`src/fvc_pkg.sv`:
```
`default_nettype none
// ----------------------------------------------------------------------------
// fvc_pkg
// Shared types, codes and sizes of the frequency vote combiner.
// ----------------------------------------------------------------------------
package fvc_pkg;

   localparam int MAX_GOVERNORS = 8;
   localparam int NUM_POLICIES  = 8;

   // fixed field widths
   localparam int FREQ_W   = 32;
   localparam int FUNC_W   = 2;
   localparam int POL_W    = 3;
   localparam int GOV_W    = 3;
   localparam int MODE_W   = 2;
   localparam int NGOV_W   = 4;
   localparam int CSR_IDX_W  = 2;
   localparam int CSR_DATA_W = 4;

   // derived sizes
   localparam int GOV_CNT_W  = $clog2(MAX_GOVERNORS + 1);
   localparam int SUM_W      = FREQ_W + GOV_CNT_W;
   localparam int DIV_CNT_W  = $clog2(SUM_W + 1);
   localparam int VT_ADDR_W  = GOV_W + POL_W;
   localparam int VT_DEPTH   = 2 ** VT_ADDR_W;

   localparam int REQ_DATA_W = 112;
   localparam int RSP_DATA_W = 40;

   // item kinds
   localparam logic [FUNC_W-1:0] FUNC_VOTE   = 2'd0;
   localparam logic [FUNC_W-1:0] FUNC_MODE   = 2'd1;
   localparam logic [FUNC_W-1:0] FUNC_LIMITS = 2'd2;

   // combining modes
   localparam logic [MODE_W-1:0] MODE_MAX = 2'd0;
   localparam logic [MODE_W-1:0] MODE_MIN = 2'd1;
   localparam logic [MODE_W-1:0] MODE_AVG = 2'd2;
   localparam logic [MODE_W-1:0] MODE_BAD = 2'd3;

   // register indexes
   localparam logic [CSR_IDX_W-1:0] CSR_NUM_GOV  = 2'd0;
   localparam logic [CSR_IDX_W-1:0] CSR_DEF_MODE = 2'd1;

   typedef enum logic [2:0] {
      ST_IDLE,
      ST_APPLY,
      ST_SCAN,
      ST_DIV,
      ST_DONE
   } state_type;

endpackage
`default_nettype wire

```
`src/frequency_vote_combiner.sv`:
```
`default_nettype none
// ----------------------------------------------------------------------------
// frequency_vote_combiner
// Per-policy combining of governor frequency votes with min/max clamping.
// ----------------------------------------------------------------------------
// Usage: items arrive on the req_ stream (kind in req_tuser) and each one
// produces exactly one beat on the rsp_ stream. The csr_ channel writes the
// enabled governor count (index 0) and the mode loaded into every policy
// (index 1); it is always ready, and the user must write it only while the
// block is idle; the block itself does not enforce this. One item is in
// flight at a time. After acceptance the APPLY state applies the update,
// then the votes of the n enabled governors are read from the vote memory
// one per cycle through its registered read port, and average mode adds a
// bit-serial divide of the SUM_W = 36 bit sum. A pass-through or error item
// skips the scan and the divide; the next item can be accepted in the cycle
// after the result loads. The result sits in an output register, so the next
// item is accepted while it waits; if rsp_tready stays low the following
// result holds in the final state until the register frees up.
// Reset clears the vote valid bits (every vote reads as zero), modes to max,
// limits to 0 and all ones, and the governor count to 2; no clearing pass.
// ----------------------------------------------------------------------------
module frequency_vote_combiner
   import fvc_pkg::*;
(
   input  wire logic                  clock,
   input  wire logic                  reset,

   input  wire logic                  req_tvalid,
   output      logic                  req_tready,
   // policy_index[2:0], governor_index[5:3], freq_vote[37:6], vote_relation[38],
   // new_mode[40:39], limit_low[72:41], limit_high[104:73], zero pad
   input  wire logic [REQ_DATA_W-1:0] req_tdata,
   // func[1:0]
   input  wire logic [FUNC_W-1:0]     req_tuser,

   output      logic                  rsp_tvalid,
   input  wire logic                  rsp_tready,
   // out_policy[2:0], target_khz[34:3], out_relation[35], zero pad
   output      logic [RSP_DATA_W-1:0] rsp_tdata,
   // passed_through[0], error_flag[1]
   output      logic [1:0]            rsp_tuser,

   input  wire logic                  csr_valid,
   output      logic                  csr_ready,
   input  wire logic [CSR_IDX_W-1:0]  csr_index,
   input  wire logic [CSR_DATA_W-1:0] csr_data
);

   state_type state_ff, state_in;

   // captured item
   logic [FUNC_W-1:0] it_func_ff;
   logic [POL_W-1:0]  it_pol_ff;
   logic [GOV_W-1:0]  it_gov_ff;
   logic [FREQ_W-1:0] it_vote_ff;
   logic              it_vrel_ff;
   logic [MODE_W-1:0] it_mode_ff;
   logic [FREQ_W-1:0] it_lo_ff;
   logic [FREQ_W-1:0] it_hi_ff;

   // policy state
   logic [NGOV_W-1:0] num_gov_ff;
   logic [MODE_W-1:0] pol_mode_ff [NUM_POLICIES];
   logic [FREQ_W-1:0] pol_lo_ff   [NUM_POLICIES];
   logic [FREQ_W-1:0] pol_hi_ff   [NUM_POLICIES];

   // vote memory
   logic [FREQ_W-1:0]   vote_mem [VT_DEPTH];
   logic [VT_DEPTH-1:0] vt_valid_ff;
   logic [FREQ_W-1:0]   ram_q_ff;
   logic                rd_valid_ff;
   logic                ram_we, ram_re;
   logic [VT_ADDR_W-1:0] ram_waddr, ram_raddr;

   // scan and divide
   logic [GOV_CNT_W-1:0] issue_ff;
   logic                 pend_ff;
   logic [MODE_W-1:0]    cur_mode_ff;
   logic [SUM_W-1:0]     acc_ff;
   logic [SUM_W-1:0]     div_q_ff;
   logic [GOV_CNT_W-1:0] rem_ff;
   logic [DIV_CNT_W-1:0] div_cnt_ff;

   // result register
   logic              rsp_valid_ff;
   logic [POL_W-1:0]  rsp_pol_ff;
   logic [FREQ_W-1:0] rsp_target_ff;
   logic              rsp_rel_ff;
   logic              rsp_pass_ff;
   logic              rsp_err_ff;

   logic [GOV_CNT_W-1:0] gov_cnt;
   logic                 pol_ok, gov_known, mode_bad, do_scan;
   logic [MODE_W-1:0]    eff_mode;
   logic                 scan_issue, scan_end, div_last, rsp_load;
   logic [FREQ_W-1:0]    vote_rd, acc_lo, comb_t, clamp_hi, clamp_t;
   logic [GOV_CNT_W:0]   div_sh;
   logic                 div_ge;
   logic [FREQ_W-1:0]    res_target;
   logic                 res_rel, res_pass, res_err;

   // ---------------------------------------------------------------- decode
   always_comb begin
      if (32'(num_gov_ff) > MAX_GOVERNORS) begin
         gov_cnt = GOV_CNT_W'(MAX_GOVERNORS);
      end else begin
         gov_cnt = GOV_CNT_W'(num_gov_ff);
      end
   end

   assign pol_ok    = 32'(it_pol_ff) < NUM_POLICIES;
   assign gov_known = 32'(it_gov_ff) < 32'(gov_cnt);
   assign mode_bad  = it_mode_ff == MODE_BAD;
   assign eff_mode  = (it_func_ff == FUNC_MODE) ? it_mode_ff : pol_mode_ff[it_pol_ff];
   assign do_scan   = pol_ok && !((it_func_ff == FUNC_VOTE) && !gov_known)
                      && !((it_func_ff == FUNC_MODE) && mode_bad);

   assign scan_end  = (issue_ff == gov_cnt) && !pend_ff;
   assign div_last  = div_cnt_ff == DIV_CNT_W'(SUM_W - 1);
   assign rsp_load  = (state_ff == ST_DONE) && (!rsp_valid_ff || rsp_tready);

   // ------------------------------------------------------------ next state
   always_comb begin
      state_in = state_ff;
      case (state_ff)
         ST_IDLE: begin
            if (req_tvalid) state_in = ST_APPLY;
         end
         ST_APPLY: begin
            state_in = do_scan ? ST_SCAN : ST_DONE;
         end
         ST_SCAN: begin
            if (scan_end) begin
               if ((cur_mode_ff == MODE_AVG) && (gov_cnt != '0)) begin
                  state_in = ST_DIV;
               end else begin
                  state_in = ST_DONE;
               end
            end
         end
         ST_DIV: begin
            if (div_last) state_in = ST_DONE;
         end
         ST_DONE: begin
            if (rsp_load) state_in = ST_IDLE;
         end
         default: state_in = ST_IDLE;
      endcase
   end

   // --------------------------------------------------------------- outputs
   always_comb begin
      req_tready = 1'b0;
      scan_issue = 1'b0;
      ram_we     = 1'b0;
      case (state_ff)
         ST_IDLE:  req_tready = 1'b1;
         ST_APPLY: ram_we     = pol_ok && (it_func_ff == FUNC_VOTE) && gov_known;
         ST_SCAN:  scan_issue = issue_ff < gov_cnt;
         default: begin
            req_tready = 1'b0;
         end
      endcase
   end

   assign ram_re    = scan_issue;
   assign ram_waddr = {it_gov_ff, it_pol_ff};
   assign ram_raddr = {issue_ff[GOV_W-1:0], it_pol_ff};

   always_ff @(posedge clock) begin
      if (reset) begin
         state_ff <= ST_IDLE;
      end else begin
         state_ff <= state_in;
      end
   end

   // --------------------------------------------------------- vote memory
   always_ff @(posedge clock) begin
      if (ram_we) vote_mem[ram_waddr] <= it_vote_ff;
      if (ram_re) ram_q_ff <= vote_mem[ram_raddr];
   end

   // an entry never written reads as zero
   always_ff @(posedge clock) begin
      if (reset) begin
         vt_valid_ff <= '0;
      end else if (ram_we) begin
         vt_valid_ff[ram_waddr] <= 1'b1;
      end
   end

   always_ff @(posedge clock) begin
      if (ram_re) rd_valid_ff <= vt_valid_ff[ram_raddr];
   end

   // -------------------------------------------------------- item capture
   always_ff @(posedge clock) begin
      if (req_tvalid && req_tready) begin
         it_func_ff <= req_tuser;
         it_pol_ff  <= req_tdata[2:0];
         it_gov_ff  <= req_tdata[5:3];
         it_vote_ff <= req_tdata[37:6];
         it_vrel_ff <= req_tdata[38];
         it_mode_ff <= req_tdata[40:39];
         it_lo_ff   <= req_tdata[72:41];
         it_hi_ff   <= req_tdata[104:73];
      end
   end

   // ------------------------------------------------ policy state and csr
   assign csr_ready = 1'b1;

   always_ff @(posedge clock) begin
      if (reset) begin
         num_gov_ff <= NGOV_W'(2);
         for (int p = 0; p < NUM_POLICIES; p++) begin
            pol_mode_ff[p] <= MODE_MAX;
            pol_lo_ff[p]   <= '0;
            pol_hi_ff[p]   <= '1;
         end
      end else begin
         if (csr_valid) begin
            if (csr_index == CSR_NUM_GOV) begin
               num_gov_ff <= csr_data;
            end else if ((csr_index == CSR_DEF_MODE) && (csr_data[1:0] != MODE_BAD)) begin
               for (int p = 0; p < NUM_POLICIES; p++) begin
                  pol_mode_ff[p] <= csr_data[1:0];
               end
            end
         end
         if ((state_ff == ST_APPLY) && pol_ok) begin
            if ((it_func_ff == FUNC_MODE) && !mode_bad) begin
               pol_mode_ff[it_pol_ff] <= it_mode_ff;
            end
            if (it_func_ff == FUNC_LIMITS) begin
               pol_lo_ff[it_pol_ff] <= it_lo_ff;
               pol_hi_ff[it_pol_ff] <= it_hi_ff;
            end
         end
      end
   end

   // ------------------------------------------------------ scan and divide
   assign vote_rd = rd_valid_ff ? ram_q_ff : '0;
   assign acc_lo  = acc_ff[FREQ_W-1:0];
   assign div_sh  = {rem_ff, div_q_ff[SUM_W-1]};
   assign div_ge  = div_sh >= {1'b0, gov_cnt};

   always_ff @(posedge clock) begin
      if (reset) begin
         pend_ff <= 1'b0;
      end else begin
         pend_ff <= scan_issue;
      end
   end

   always_ff @(posedge clock) begin
      case (state_ff)
         ST_APPLY: begin
            issue_ff    <= '0;
            cur_mode_ff <= eff_mode;
            acc_ff      <= (eff_mode == MODE_MIN) ? SUM_W'({FREQ_W{1'b1}}) : '0;
         end
         ST_SCAN: begin
            if (scan_issue) issue_ff <= issue_ff + 1'b1;
            if (pend_ff) begin
               case (cur_mode_ff)
                  MODE_MAX: if (vote_rd > acc_lo) acc_ff <= SUM_W'(vote_rd);
                  MODE_MIN: if (vote_rd < acc_lo) acc_ff <= SUM_W'(vote_rd);
                  default:  acc_ff <= acc_ff + SUM_W'(vote_rd);
               endcase
            end
            div_q_ff   <= acc_ff;
            rem_ff     <= '0;
            div_cnt_ff <= '0;
         end
         ST_DIV: begin
            // restoring divide, one quotient bit per cycle
            div_q_ff   <= {div_q_ff[SUM_W-2:0], div_ge};
            rem_ff     <= div_ge ? GOV_CNT_W'(div_sh - {1'b0, gov_cnt})
                                 : GOV_CNT_W'(div_sh);
            div_cnt_ff <= div_cnt_ff + 1'b1;
         end
         default: begin
            issue_ff <= issue_ff;
         end
      endcase
   end

   // --------------------------------------------------------------- result
   assign comb_t   = ((cur_mode_ff == MODE_AVG) && (gov_cnt != '0))
                     ? div_q_ff[FREQ_W-1:0] : acc_lo;
   assign clamp_hi = (comb_t > pol_hi_ff[it_pol_ff]) ? pol_hi_ff[it_pol_ff] : comb_t;
   assign clamp_t  = (clamp_hi < pol_lo_ff[it_pol_ff]) ? pol_lo_ff[it_pol_ff] : clamp_hi;

   always_comb begin
      res_target = '0;
      res_rel    = 1'b0;
      res_pass   = 1'b0;
      res_err    = 1'b0;
      if (!pol_ok) begin
         res_target = '0;
      end else if ((it_func_ff == FUNC_VOTE) && !gov_known) begin
         res_target = it_vote_ff;
         res_rel    = it_vrel_ff;
         res_pass   = 1'b1;
      end else if ((it_func_ff == FUNC_MODE) && mode_bad) begin
         res_err = 1'b1;
      end else begin
         res_target = clamp_t;
         res_rel    = cur_mode_ff == MODE_MIN;
      end
   end

   always_ff @(posedge clock) begin
      if (reset) begin
         rsp_valid_ff <= 1'b0;
      end else if (rsp_load) begin
         rsp_valid_ff <= 1'b1;
      end else if (rsp_tready) begin
         rsp_valid_ff <= 1'b0;
      end
   end

   always_ff @(posedge clock) begin
      if (rsp_load) begin
         rsp_pol_ff    <= it_pol_ff;
         rsp_target_ff <= res_target;
         rsp_rel_ff    <= res_rel;
         rsp_pass_ff   <= res_pass;
         rsp_err_ff    <= res_err;
      end
   end

   assign rsp_tvalid = rsp_valid_ff;
   assign rsp_tdata  = {4'b0000, rsp_rel_ff, rsp_target_ff, rsp_pol_ff};
   assign rsp_tuser  = {rsp_err_ff, rsp_pass_ff};

   // ----------------------------------------------------------- assertions
   a_accept_leaves_idle: assert property (@(posedge clock) disable iff (reset)
      req_tvalid && req_tready |=> state_ff == ST_APPLY)
      else $error("accepted beat did not start processing");

   a_flags_exclusive: assert property (@(posedge clock) disable iff (reset)
      rsp_tvalid |-> !(rsp_tuser[0] && rsp_tuser[1]))
      else $error("pass-through and error flagged together");

   a_scan_bound: assert property (@(posedge clock) disable iff (reset)
      state_ff == ST_SCAN |-> issue_ff <= gov_cnt)
      else $error("scan read past the enabled governors");

   a_no_overwrite: assert property (@(posedge clock) disable iff (reset)
      rsp_load |-> !rsp_valid_ff || rsp_tready)
      else $error("result register overwritten before taken");

endmodule
`default_nettype wire

```
`config.mk`:
```
export PLATFORM = sky130hd
export DESIGN_NAME = frequency_vote_combiner
export DESIGN_NICKNAME = d
export VERILOG_FILES = /design/src/fvc_pkg.sv /design/src/frequency_vote_combiner.sv
export SDC_FILE = /design/constraint.sdc
export NUM_CORES = 2
export LEC_CHECK = 0
export ABC_AREA = 1
export BUFFER_PORTS_ARGS = -buffer_cell sky130_fd_sc_hd__buf_2
export CAP_MARGIN = 10
export CORE_ASPECT_RATIO = 0.7
export CORE_MARGIN = 5
export CORE_UTILIZATION = 57
export CTS_BUF_LIST = sky130_fd_sc_hd__clkbuf_16
export CTS_CLUSTER_DIAMETER = 120
export DETAILED_ROUTE_END_ITERATION = 6
export GPL_ROUTABILITY_DRIVEN = 1
export PLACE_DENSITY_LB_ADDON = 0.15
export RECOVER_POWER = 25
export SLEW_MARGIN = 15
export SYNTH_ARGS = -nofsm -noshare
export SYNTH_HDL_FRONTEND = slang
export SYNTH_SLANG_ARGS = --single-unit
```
`constraint.sdc`:
```
create_clock -name clock -period 5.7 [get_ports clock]
set_clock_uncertainty 0.15 [all_clocks]
set_input_delay 0.57 -clock clock [delete_from_list [all_inputs] [get_ports clock]]
set_output_delay 0.57 -clock clock [all_outputs]
set_load 0.02 [all_outputs]
```
# ---- Word-level counts from Yosys, hierarchy flattened
# Memory sizes are Yosys's and may differ from the RTL's. A register that Yosys moved wholly into a read port is not among the register bits.
# Index checks and enable logic that the tools add are counted.
dict set report word_totals {
  ramBits 2576
  output_inout_bits 45
  elab_cells 181
  in_bits 125
  n_memories 4
  reg_bits 307
}
dict set report op_classes {
  muxes 74
  n_reduce_logical 32
  add_sub_neg 4
  eq_ne 22
  bitwise 9
  magnitude_cmp 11
}
# name depth width read_ports rd_clocked_by_memory_dff write_ports line_no
set memory_table {}
lappend memory_table {vote_mem 64 32 1 1 1 frequency_vote_combiner.sv:68} ;# logic [FREQ_W-1:0] vote_mem [VT_DEPTH];
lappend memory_table {pol_hi_ff 8 32 1 1 8 frequency_vote_combiner.sv:65} ;# logic [FREQ_W-1:0] pol_hi_ff [NUM_POLICIES];
lappend memory_table {pol_lo_ff 8 32 1 1 8 frequency_vote_combiner.sv:64} ;# logic [FREQ_W-1:0] pol_lo_ff [NUM_POLICIES];
lappend memory_table {pol_mode_ff 8 2 1 1 9 frequency_vote_combiner.sv:63} ;# logic [MODE_W-1:0] pol_mode_ff [NUM_POLICIES];
# operator n
set op_table {}
lappend op_table {{two-way mux 32 bit} 9}
lappend op_table {{case mux 36 bit (2 select lines)} 3}
lappend op_table {{two-way mux 36 bit} 3}
lappend op_table {{> comparator 32 bit} 2}
lappend op_table {{< comparator 32 bit} 2}
lappend op_table {{bitwise OR 64 bit} 1}
lappend op_table {{OR reduction 32 bit} 2}
lappend op_table {{adder 36 x 32 -> 36 bit} 1}
lappend op_table {{two-way mux 3 bit} 11}
lappend op_table {{two-way mux 1 bit} 30}
lappend op_table {{two-way mux 2 bit} 9}
lappend op_table {{case mux 4 bit (2 select lines)} 2}
lappend op_table {{case mux 3 bit (5 select lines)} 1}
lappend op_table {{< comparator 6 x 7 -> 1 bit, second input constant} 2}
lappend op_table {{inequality test 2 bit, second input constant} 7}
lappend op_table {{two-way mux 4 bit} 3}
lappend op_table {{case mux 6 bit (2 select lines)} 1}
lappend op_table {{logical AND 1 bit} 11}
lappend op_table {{equality test 2 x 1 -> 1 bit, second input constant} 4}
lappend op_table {{bitwise OR 1 bit} 8}
lappend op_table {{AND reduction 4 bit} 2}
lappend op_table {{adder 6 x 1 -> 6 bit, second input constant} 1}
lappend op_table {{binary-select mux 1 bit (select 6 bit)} 1}
lappend op_table {{demux 1 bit (select 6 bit)} 1}
lappend op_table {{other kinds (21)} 35}

# ---- Depth between registers and ports, before layout
dict set report depth {
  depth_word 11
  mapped_depth 37
  mapped_depth_nobuf 35
}

# ---- Least setup slack after synthesis
# No wires, ideal clock.
dict set report synth_timing {
  path_kind {in2reg}
  startpoint {in req_tvalid}
  endpoint {reg it_func_ff[0] (enable)}
  stages 2
  t_arrival_ns 5.173
  setup_ns 0.581
  path_slack_ns -0.204
  t_required_ns 4.969
  path_buffers 0
  path_cell_list {inv_1 -> nor2_1}
}
dict set report synth_between {
  elab_chain_len 1
}
# item line_no
set synth_rtl {}
lappend synth_rtl {{from (decl)} frequency_vote_combiner.sv:28} ;# input wire logic req_tvalid,
lappend synth_rtl {{logical AND 1 bit} frequency_vote_combiner.sv:199} ;# if (req_tvalid && req_tready) begin
lappend synth_rtl {{to (signal assigned)} frequency_vote_combiner.sv:200} ;# it_func_ff <= req_tuser;
lappend synth_rtl {{to (decl)} frequency_vote_combiner.sv:52} ;# logic [FUNC_W-1:0] it_func_ff;
# Every way passes these cells.
# A chain may end at the register's enable or synchronous reset.

==> reports/results.ini <==
[outcome]
status=complete, but fails checks
violations=capacitance limit, slew limit

[timing]
tightest_slew_ns=4.563
post-route-period-util_pct=97.97
maxSlewHeadroom_pct=-204.2
max_freq_mhz=179.1
layout_setup_ws_ns=0.1160
setup_viol_count_final=0
min_period_ns=5.584
finalHoldViolations=0
slew_violations=1722

[placed_design]
pre_cts_slack_ns=-0.01195
gp_congestion=0.9594
dp_hpwl_mm=220.3
port_buffers=157

[synthesis]
async_flop_share_pct=0
synth_commonest_cells=edfxtp_1, nand2_1, nor2_1
synth_area_leader_cell=edfxtp_1
synth_seq_cells=2918
synth.area.top_cells=edfxtp_1, nand2_1, o21ai_0, nor2_1, a221oi_1
syn_avg_cell_area_um2=13.59
ys_warn_count=0
synth-main-ff-cell=edfxtp_1
synth_edf_count=2842
synthCells=8558
synth-seq-area-share_pct=74.70
ys_types=66
synth_area_um2=116300
yosysMostFrequentCell=edfxtp_1
synth_top_area_share_pct=73.39

[drt]
antenna_left=0
wl_per_cell_um=30.89
wl_mm=369.6
dr.pass1.iters=6
routed_via_density=6.491
drc=0
vias=77660
initialDrtViolationCount=12190

[cts]
cts_made_buffers=279
htreeDepth=5
cts_sinks=2918
cts.clk_slew.worst_paths_ns=0.07
clock_latency_ns=0.86
clk_path_buf_depth=4
cts_root_buf=clkbuf_16
post-cts-setup-buffer-count=0
cts_tree=built

[floorplanning]
die_area_um2=213300
io_pins=170
die_h_um=387.9
core_um2=202500
die_w_um=549.8
initial_utilization_pct=57.41
rows=138

[grt]
grt_util_all_layers_pct=33.92
antenna_found_initial=19
grt.overflow.total=0
grt_max_degree=114
grt_pass1_vias=71940
grt_pass1_wl_mm=521.4

[worst_hold_path]
min_path_type=in2reg

[cells_and_area]
drive_gt1_share_pct=10.92
layout.nets=9291
syn2layout_area_growth_pct=14.06

[worst_setup_path]
cp_common_cell=nand2_1
critPathTopFamily=compound AO/OA/AOI/OAI gates
critPathMaxFanout=24
worstSetupPathType=reg2reg
cp_num_buf_inv=7
cp_slowest_cell=o21ai_0
worst_ep_arrival_time_ns=6.03
start_kind=flop
critPathMaxStageDelay_ns=0.59
required_ns=6.15
critPathCaptureType=flop

[pwr]
seqPwrFrac_pct=42.6
pwr-share-comb_pct=27.8
internal_power_uw=40170
power.switching_uw=20560
p_clk_share_pct=29.6
vdd_drop_max_uv=407.0
p_sw_share_pct=33.86
p_total_uw=60730
p_leak_uw=0.04533
power_per_cell_area_nw_per_um2=457.9

[job]
maxCapViolations=27

==> final timing paths <==
kind                            cells past startpoint                            to                         start  slack (ns)
worst max-delay path                               25    rsp_target_ff[6]$_DFFE_PP_                          flop        0.12
worst min-delay path                                3    num_gov_ff[1]$_SDFFE_PP1P_                  csr_index[0]        0.06
worst max register to register                     25    rsp_target_ff[6]$_DFFE_PP_                          flop        0.12
worst min register to register                      1  vt_valid_ff[19]$_SDFFE_PP0P_  vt_valid_ff[19]$_SDFFE_PP0P_        0.32
==> worst min-delay path: stages <==
cell	delay, ns
buf_2	0.09
nor2_1	0.14
o211ai_1	0.19
==> power by group through the flow <==
stage               registers (uW)  clock network [uW]  logic, uW
floorplan                    26400                   0       8300
global placement             26200                   0      15900
CTS                          25700               18000      16200
detailed placement           26200                   0      16100
finish                       25900               18000      16900
global route                 25900               19000      17900
==> placed cells by master, fill, tap and decap left out, types with 190 or more instances in the layout <==
cell,netlist,final
edfxtp_1,2842,2842
o21ai_0,558,537
a22oi_1,218,218
inv_1,433,486
a221oi_1,232,232
a22o_1,190,190
a21oi_1,257,255
nor2_1,714,637
nand2_1,1515,1504
buf_4,10,290
clkbuf_16,0,290
==> through the flow <==
step | area, um^2 | hold WS, ns | instances | setup TNS [ns] | util [%]
2_1_floorplan | 116300 | 0.2706 | 8561 | 0 | -
3_3_place_gp | 122800 | 0.2951 | 11350 | 0 | 60.62
3_5_place_dp | 122800 | 0.2994 | 11350 | -0.05707 | 60.63
4_1_cts | 132600 | 0.01045 | 11950 | 0 | 65.46
5_1_grt | 132600 | 0.04739 | 11950 | -0.04656 | 65.47
6_report | 132600 | 0.05767 | 11970 | 0 | 65.48
==> timing repair <==
action	4_1_cts	5_1_grt
resized for setup	3	32
setup endpoints to repair	32	32
cloned	0	2
endpoints found under the hold margin	118	0
hold buffers	112	0
==> layer usage <==
layer	part of all wire (%)	vias up	routed length, um	global-route usage, %
met5	0.0087	-	32	0
met4	2.9	4	10890	9.068
met3	15	617	57110	10.43
met2	42	5600	153500	46.67
met1	40	38580	148100	52.60
li1	-	32860	-	-
==> layout make-up <==
cell class	count	area, um^2
Multi-Input combinational cell	4707	26410
Timing Repair Buffer	654	5503
Inverter	450	1722
Clock buffer	288	7207
Fill cell	14460	69910
Antenna cell	13	32.53
Clock inverter	205	1466
Sequential cell	2918	86870
Tap cell	2730	3416
==> cell families (layout without fill, tap and decap cells) <==
logic type	after synthesis	in the layout	synth area share, %
AO/OA/AOI/OAI	1901	1901	11.04
AND/OR/NAND/NOR	2618	2618	9.121
XOR/XNOR	27	27	0.2034
buffers and inverters	936	1597	3.235
other	2	18	0.006459
adder cells (fa/ha/maj)	156	156	1.692
flip-flops	2918	2918	74.70
==> registers in the layout, summed over array words and instances, names as in the netlist, 3 cells and up, named ones only <==
| name | flops |
|---|---|
| vote_mem | 2048 |
| pol_hi_ff | 256 |
| pol_lo_ff | 256 |
| vt_valid_ff | 64 |
| acc_ff | 36 |
| div_q_ff | 36 |
| it_hi_ff | 32 |
| it_lo_ff | 32 |
| it_vote_ff | 32 |
| ram_q_ff | 32 |
| rsp_target_ff | 32 |
| pol_mode_ff | 16 |
| div_cnt_ff | 6 |
| issue_ff | 4 |
| num_gov_ff | 4 |
| rem_ff | 4 |
| it_gov_ff | 3 |
| it_pol_ff | 3 |
| rsp_pol_ff | 3 |
| state_ff | 3 |
(Power assumes the default switching activity.)
